--- src/design/clipmap_distance_field_sampler_assert.svh ---
// assertion macros for the clipmap sampler
`ifndef CLIPMAP_DISTANCE_FIELD_SAMPLER_ASSERT_SVH
`define CLIPMAP_DISTANCE_FIELD_SAMPLER_ASSERT_SVH

// implication checked on every clock edge outside reset
`define CDS_ASSERT_IMP(label, clk, rstn, lhs, rhs) \
    label: assert property (@(posedge clk) disable iff (!rstn) (lhs) |-> (rhs)) \
        else $error("cds check failed");

// implication checked in the following cycle
`define CDS_ASSERT_NEXT(label, clk, rstn, lhs, rhs) \
    label: assert property (@(posedge clk) disable iff (!rstn) (lhs) |=> (rhs)) \
        else $error("cds check failed");

`endif

--- src/design/cds_pkg.sv ---
`timescale 1ns / 1ps
`default_nettype none
package cds_pkg;
    localparam int unsigned POS_W   = 20;
    localparam int unsigned HALF_W  = 19;
    localparam int unsigned DIST_W  = 16;
    localparam int unsigned FRAC_W  = 12;
    localparam int unsigned CFG_W   = 60;
    localparam int unsigned CFG_IDX_W = 3;
    localparam int unsigned REG_LEVELS = 3;

    localparam logic [CFG_IDX_W-1:0] REG_CENTER0 = 3'd0;
    localparam logic [CFG_IDX_W-1:0] REG_CENTER1 = 3'd1;
    localparam logic [CFG_IDX_W-1:0] REG_CENTER2 = 3'd2;
    localparam logic [CFG_IDX_W-1:0] REG_HALF0   = 3'd3;
    localparam logic [CFG_IDX_W-1:0] REG_HALF1   = 3'd4;
    localparam logic [CFG_IDX_W-1:0] REG_HALF2   = 3'd5;

    localparam logic CMD_WRITE  = 1'b0;
    localparam logic CMD_SAMPLE = 1'b1;

    typedef enum logic [3:0] {
        ST_IDLE,
        ST_WRITE,
        ST_CHECK,
        ST_SETUP,
        ST_DIV,
        ST_AXIS,
        ST_READ,
        ST_LERP,
        ST_OUT
    } state_t;

    // shared divider control
    typedef struct packed {
        logic start;
        logic busy;
        logic done;
    } div_ctl_t;
endpackage
`default_nettype wire

--- src/design/cds_divider.sv ---
`timescale 1ns / 1ps
`default_nettype none
// restoring divider, one quotient bit per cycle
module cds_divider #(
    parameter int unsigned NUM_W = 40,
    parameter int unsigned DEN_W = 20
) (
    input  wire logic             aclk,
    input  wire logic             aresetn,
    input  wire logic             start,
    input  wire logic [NUM_W-1:0] numer,
    input  wire logic [DEN_W-1:0] denom,
    output cds_pkg::div_ctl_t     ctl,
    output logic      [NUM_W-1:0] quot
);
    localparam int unsigned CNT_W = $clog2(NUM_W + 1);

    logic [NUM_W-1:0] quot_reg, quot_next;
    logic [DEN_W:0]   rem_reg, rem_next;
    logic [DEN_W-1:0] den_reg, den_next;
    logic [CNT_W-1:0] cnt_reg, cnt_next;
    logic             busy_reg, busy_next;
    logic             done_reg, done_next;
    logic [DEN_W:0]   trial;

    always_comb begin
        quot_next = quot_reg;
        rem_next  = rem_reg;
        den_next  = den_reg;
        cnt_next  = cnt_reg;
        busy_next = busy_reg;
        done_next = 1'b0;
        trial     = {rem_reg[DEN_W-1:0], quot_reg[NUM_W-1]};
        if (start) begin
            quot_next = numer;
            rem_next  = '0;
            den_next  = denom;
            cnt_next  = CNT_W'(NUM_W);
            busy_next = 1'b1;
        end else if (busy_reg) begin
            if (trial >= {1'b0, den_reg}) begin
                rem_next  = trial - {1'b0, den_reg};
                quot_next = {quot_reg[NUM_W-2:0], 1'b1};
            end else begin
                rem_next  = trial;
                quot_next = {quot_reg[NUM_W-2:0], 1'b0};
            end
            cnt_next = cnt_reg - 1'b1;
            if (cnt_reg == CNT_W'(1)) begin
                busy_next = 1'b0;
                done_next = 1'b1;
            end
        end
    end

    always_ff @(posedge aclk) begin
        if (!aresetn) begin
            busy_reg <= 1'b0;
            done_reg <= 1'b0;
            cnt_reg  <= '0;
        end else begin
            busy_reg <= busy_next;
            done_reg <= done_next;
            cnt_reg  <= cnt_next;
        end
        quot_reg <= quot_next;
        rem_reg  <= rem_next;
        den_reg  <= den_next;
    end

    assign ctl.start = start;
    assign ctl.busy  = busy_reg;
    assign ctl.done  = done_reg;
    assign quot      = quot_reg;
endmodule
`default_nettype wire

--- config.mk ---
export PLATFORM = sky130hd
export DESIGN_NAME = cds_divider
export DESIGN_NICKNAME = d
export VERILOG_FILES = /design/src/design/clipmap_distance_field_sampler_assert.svh /design/src/design/cds_pkg.sv /design/src/design/cds_divider.sv
export SDC_FILE = /design/constraint.sdc
export NUM_CORES = 1
export LEC_CHECK = 0
export BUFFER_PORTS_ARGS = -buffer_cell sky130_fd_sc_hd__clkbuf_2
export CORE_MARGIN = 5
export CORE_UTILIZATION = 40
export DETAILED_ROUTE_END_ITERATION = 8
export GPL_TIMING_DRIVEN = 0
export PLACE_DENSITY = 0.68
export SYNTH_ARGS = -nofsm -noshare
export SYNTH_HDL_FRONTEND = slang
export SYNTH_SLANG_ARGS = --single-unit
export TNS_END_PERCENT = 100
--- constraint.sdc ---
create_clock -name aclk -period 3.3 [get_ports aclk]
set_clock_uncertainty 0.15 [all_clocks]
set_input_delay 0.165 -clock aclk [delete_from_list [all_inputs] [get_ports aclk]]
set_output_delay 0.165 -clock aclk [all_outputs]
set_load 0.01 [all_outputs]
==> metrics.txt, run 1 <==
CTS buffer count 9; critical path arrival 2.82 ns; RSZ-0062 raised after global routing false; Ys Warns 0; Vias/cell 5.41; post-synth net total 505; PortBufs 105; Via Count 4019; WP data required 3.25 ns; FP Rows 39; CP max stage cell edfxtp_1; Worst-Skew Late Latency 0.34 ns; Setup-failing EPs final 0; Ports 106; run status complete, no violations; Routed Antenna Nets 0; GRT Total Usage 18.3%; Initial Util 41.0%; fmax 348 MHz; post-CTS setup buffer count 0; internal power 2170 uW; Final Max Slew Viols 0; Post-synth ARST share 0%; dominant synthesized flop cell edfxtp_1; vias in the first global route 4198; Comb power frac 20.6%; drt wl/cell 17.2 microns; Seq pwr share 45.3%; Worst Max-Slew Pin Slew 0.939 ns; Leak 0.00265 uW; Post-Route WL 12.8 mm; sequential-to-total area share from yosys stat 50.2%; CTS tree yes; Power Density 474 mW/mm^2; Nets 681; Mapped Area 0.00470 sq mm; placed cells 667; post-CTS resize count 0; Iter 0 DRT Violations 149; Die W 118 microns; core box area 0.0115 sq mm; Max Cap Viol 0; Switching Fraction 27.3%; Worst setup SP type register; CTS sink cnt 88; CP dominant cell by count o31a_1; largest net degree at the start of global routing 41; Root Driver clkbuf_16; crit-path max FO 10; NetSw 816 uW; DP HPWL 8.58 mm; HP Class primary input to register; die area 0.0140 sq mm; CP Cell Sequence inv_1 > ha_1 > nor2b_1 > o31a_1 > o31a_1 > o211ai_1 > nand2_1 > buf_4 > mux2_2; max FFs per register 40; Clock power frac 34.0%; Worst path max stage delay 0.42 ns; CTS clk-pin slew, worst paths 0.06 ns; Post-Layout Cell Count 743; htree depth 3; first-pass GRT wire length 21.0 mm; Rel. slew slack 37.2%; TNS Setup 0 ns; share of layout cells above drive strength 1 29.3%; router iterations before antenna repair 5; Final period util 87.2%; Syn Inst Count 419; CP Capture Type register; ANT cells 0; WP buf/inv 2; Residual DRC 0; Synth cell types 57; kind of critical path register to register; final hold violation count 0; minimum clock period 2.88 ns; Post-Syn Area per Cell 11.2 sq um; Post-synth EDFFs 60; Crit path max-delay family compound AO/OA/AOI/OAI gates; maximum VDD drop 311 uV; Yosys reg bits 88; Final GP Congestion 0.898; clk buf depth 2; synth-to-layout area growth 33.9%; total grt overflow 0; initial antenna violation count 0; chip height 118 microns
## worst register-to-register path, stage by stage, from the launching register on
cell and delay [ns]:
edfxtp_1 0.42, inv_1 0.08, ha_1 0.24, nor2b_1 0.15, o31a_1 0.28, o31a_1 0.34
o211ai_1 0.24, nand2_1 0.21, buf_4 0.25, mux2_2 0.27
## power groups by stage
| stage | registers (uW) | clock network (uW) | logic (uW) |
|---|---|---|---|
| after floorplan | 1380 | 0 | 343 |
| after global placement | 1370 | 0 | 539 |
| after detailed placement | 1370 | 0 | 550 |
| after CTS | 1350 | 1030 | 610 |
| after global routing | 1360 | 1070 | 677 |
| final | 1350 | 1020 | 616 |
## timing repair
item / CTS / global route
hold buffers: 60 / 0
setup endpoints to repair: 0 / 0
endpoints found under the hold margin: 62 / 0
## through the flow
step	util (%)	cell area (sq um)	hold WS, ns	power, uW	setup WS [ns]
floorplan	-	4700	0.114	1720	0.725
global placement	47.2	5410	0.193	1910	-0.0172
detailed placement	47.2	5410	0.194	1920	0.273
CTS	54.9	6300	0.00172	2990	0.417
global route	54.9	6300	0.0113	3110	0.216
finish	54.9	6300	0.00925	2980	0.423
## routing by layer
metal  global-route usage (%)  vias to the layer above  routed length, microns
met4                     7.51                        0                     281
li1                         -                     1913                       -
met2                     30.6                      153                    6110
met5                        0                        -                       0
met3                     5.30                       20                     925
met1                     22.2                     1933                    5470
## logic make-up (layout without fill, tap and decap cells)
| group | Yosys count | after routing | synth area share, % |
|---|---|---|---|
| xor gates and xnor gates | 14 | 14 | 2.61 |
| AOI/OAI and AO/OA | 96 | 96 | 14.9 |
| buffers and inverters | 47 | 228 | 4.28 |
| and+or+nand+nor | 108 | 108 | 11.5 |
| DFF | 88 | 88 | 50.2 |
| muxes | 43 | 43 | 10.2 |
| adders and majority gates | 23 | 23 | 6.28 |
## Yosys cell counts (all sizes together), types with 3 or more instances
cell / number / area, sq um
a21o: 4 / 30.0
o21ai: 21 / 105
clkbuf: 6 / 22.5
nor2b: 5 / 31.3
xnor2: 8 / 70.1
xor2: 6 / 52.6
dfxtp: 28 / 561
o311ai: 3 / 26.3
nand4b: 3 / 26.3
mux2: 40 / 450
and2: 3 / 23.8
nand2b: 4 / 25.0
o31a: 4 / 35.0
mux2i: 3 / 30.0
a2111oi: 3 / 32.5
a311oi: 7 / 80.1
nand3: 12 / 60.1
nor3: 5 / 25.0
buf: 11 / 66.3
ha: 22 / 275
o31ai: 3 / 22.5
o21a: 8 / 60.1
nor4: 4 / 25.0
a211oi: 5 / 37.5
edfxtp: 60 / 1800
a32oi: 6 / 52.6
o211ai: 3 / 22.5
a21oi: 19 / 106
nor2: 32 / 120
nor3b: 3 / 27.5
nand2: 29 / 109
inv: 30 / 113
## cell usage in the layout, fill, tap and decap left out, types with 6 or more instances in the layout
cell / instances
nor2_1: 32
a32oi_1: 6
dfxtp_1: 28
edfxtp_1: 60
nand2_1: 29
a21oi_1: 18
clkbuf_2: 105
o21a_1: 8
ha_1: 22
clkbuf_16: 9
inv_1: 29
clkbuf_1: 8
mux2_2: 40
dlygate4sd3_1: 60
nand3_1: 12
xor2_1: 6
o21ai_0: 19
xnor2_1: 8
## worst paths after layout
path / slack, ns / from / cells after the start / to
max: 0.42 / den_reg[1] / 9 / quot[0]
min: 0.009 / numer[18] / 2 / quot[18]
max reg2reg: 0.42 / den_reg[1] / 9 / quot[0]
min reg2reg: 0.35 / cnt_reg[1] / 2 / cnt_reg[1]
## cell type report
class / instances / area [sq um]
inverters: 30 / 113
multi-input cells: 284 / 2140
clock inverters: 5 / 56.3
repair buffers: 165 / 1130
fillers: 954 / 5170
clock buffers: 11 / 233
flip-flops and latches: 88 / 2360
well taps: 143 / 179
plain buffers: 17 / 88.8
(Power assumes the default switching activity.)
==> inputs of run 2 (changes only) <==
--- a/config.mk
+++ b/config.mk
@@ -6,7 +6,7 @@
 export NUM_CORES = 1
 export LEC_CHECK = 0
 export BUFFER_PORTS_ARGS = -buffer_cell sky130_fd_sc_hd__clkbuf_2
-export CORE_MARGIN = 5
+export CORE_MARGIN = 10
 export CORE_UTILIZATION = 40
 export DETAILED_ROUTE_END_ITERATION = 8
 export GPL_TIMING_DRIVEN = 0
==> run 2 against run 1 <==
Effect of this change:
- cell count grew 0.13%
- power grew 7.5%
- sequential power about the same
- combinational power up 1%
- register-to-register slack got worse by 0.02 ns
- first-iteration DRC count grew 49%
- global-route usage is 1.7 points lower
- hold slack improved by 0.35 ns
- clock-buffer cell count unchanged
- sequential share of layout area is 0.50 points lower
- maximum frequency fell by 0.71%
- critical path type unchanged
- largest power group unchanged
- highest routed layer unchanged
==> metrics.txt, run 2 (synthesis results as in run 1) <==
run status complete, no violations (unchanged); htree depth 3 (unchanged); CTS tree yes (unchanged); CP max stage cell a2111oi_0 (was edfxtp_1); Worst Max-Slew Pin Slew 0.966 ns (was 0.939 ns); router iterations before antenna repair 5 (unchanged); WP buf/inv 1 (was 2); max FFs per register 40 (unchanged); Final GP Congestion 0.883 (was 0.898); Die W 128 microns (was 118 microns); core box area 0.0115 sq mm (unchanged); filler instances 935 (was 954); first-pass GRT wire length 22.1 mm (was 21.0 mm); most common cell after layout, fill and taps aside clkbuf_2 (unchanged); utilization after layout 55.7% (was 54.9%); crit-path max FO 5 (was 10); share of layout cells above drive strength 1 29.8% (was 29.3%); CP Capture Type register (unchanged); Iter 0 DRT Violations 222 (was 149); WP data required 3.37 ns (was 3.25 ns); Final period util 87.8% (was 87.2%); Rel. slew slack 35.3% (was 37.2%); HP Class register to register (was primary input to register); CTS sink cnt 88 (unchanged); Max Cap Viol 0 (unchanged); Crit path max-delay family compound AO/OA/AOI/OAI gates (unchanged); minimum clock period 2.90 ns (was 2.88 ns); vias in the first global route 4303 (was 4198); critical path arrival 2.97 ns (was 2.82 ns); total grt overflow 0 (unchanged); Worst setup SP type register (unchanged); post-CTS resize count 0 (unchanged); Final Max Slew Viols 0 (unchanged); Initial Util 41.0% (unchanged); Leak 0.00269 uW (was 0.00265 uW); chip height 128 microns (was 118 microns); synth-to-layout area growth 35.7% (was 33.9%); CP Cell Sequence inv_1 > ha_1 > fa_1 > nor2b_1 > o31a_1 > o21ai_1 > o21bai_1 > a211oi_1 > a2111oi_0 > nor4_1 (was inv_1 > ha_1 > nor2b_1 > o31a_1 > o31a_1 > o211ai_1 > nand2_1 > buf_4 > mux2_2); final hold violation count 0 (unchanged); kind of critical path register to register (unchanged); drt wl/cell 18.1 microns (was 17.2 microns); Root Driver clkbuf_16 (unchanged); largest net degree at the start of global routing 41 (unchanged); fmax 345 MHz (was 348 MHz); clk buf depth 2 (unchanged); Power Density 503 mW/mm^2 (was 474 mW/mm^2); Residual DRC 0 (unchanged); Nets 682 (was 681); Routed Antenna Nets 0 (unchanged); Worst-Skew Late Latency 0.35 ns (was 0.34 ns); CTS clk-pin slew, worst paths 0.07 ns (was 0.06 ns); Post-Route WL 13.5 mm (was 12.8 mm); TNS Setup 0 ns (unchanged); maximum VDD drop 486 uV (was 311 uV); ANT cells 0 (unchanged); PortBufs 105 (unchanged); Setup-failing EPs final 0 (unchanged); Worst path max stage delay 0.45 ns (was 0.42 ns); initial antenna violation count 0 (unchanged); die area 0.0165 sq mm (was 0.0140 sq mm); commonest cells after routing, fill and taps aside 105 x clkbuf_2, 61 x dlygate4sd3_1, 60 x edfxtp_1, 40 x mux2_2, 32 x nor2_1 (was 105 x clkbuf_2, 60 x edfxtp_1, 60 x dlygate4sd3_1, 40 x mux2_2, 32 x nor2_1); GRT Total Usage 16.6% (was 18.3%); Via Count 3999 (was 4019); CTS buffer count 9 (unchanged); DP HPWL 9.15 mm (was 8.58 mm); RSZ-0062 raised after global routing false (unchanged); Power, Total 3210 uW (was 2980 uW); Ports 106 (unchanged); Vias/cell 5.38 (was 5.41); FP Rows 39 (unchanged)
==> run 2: cell count changes in the layout (fill, tap and decap cells not counted), sizes merged <==
cell,before,now
dlygate4sd3,60,61
inv,31,33
clkinv,3,0
bufinv,1,2
==> run 2: path summary, 6_finish.rpt <==
path               from     endpoint  slack (ns)  cells past startpoint
max            quot[39]  rem_reg[10]        0.40                     10
min reg2reg  cnt_reg[1]   cnt_reg[1]        0.36                      2
min          cnt_reg[1]   cnt_reg[1]        0.36                      2
max reg2reg    quot[39]  rem_reg[10]        0.40                     10
==> run 2: tightest hold or removal path: cells and delay by family, from the launching register on <==
family,cells,cell delay [ns]
AOI/OAI and AO/OA,1,0.05
DFF,1,0.33
and+or+nand+nor,1,0.09
==> run 2: routing by layer <==
layer / track usage, % / vias to the layer above / routed length (microns)
li1: - / 1923 / -
met3: 7.80 / 22 / 1440
met2: 26.4 / 182 / 6250
met5: 0 / - / 0
met4: 5.63 / 0 / 265
met1: 19.3 / 1872 / 5550
==> run 2: where the power goes <==
part	leakage, uW	total, uW	switching [uW]	internal [uW]
sequential	0.000828	1350	60.8	1290
combinational	0.00168	622	332	290
clock	0.000179	1230	468	767
==> run 2: timing repair <==
item / in CTS / in global routing
hold buffers: 61 / 0
buffers inserted: 0 / 0
hold endpoints to repair: 63 / 0
==> run 2: final cells by class <==
cell class / instances / area (sq um) / share of cell area, %
timing repair buffer: 166 / 1140 / 17.8
inverter: 30 / 113 / 1.76
sequential: 88 / 2360 / 37.0
clock buffer: 11 / 275 / 4.31
clock inverter: 5 / 88.8 / 1.39
buffer: 17 / 88.8 / 1.39
tap: 143 / 179 / 2.80
multi-input combinational: 284 / 2140 / 33.5
==> run 2: stage by stage <==
step	instances	instance area [sq um]	hold WS (ns)	worst slack, ns
floorplan	419	4700	0.114	0.725
global placement	667	5410	0.193	-0.0597
detailed placement	667	5410	0.194	0.330
CTS	744	6380	0.353	0.410
global route	744	6380	0.370	0.184
finish	744	6380	0.358	0.403
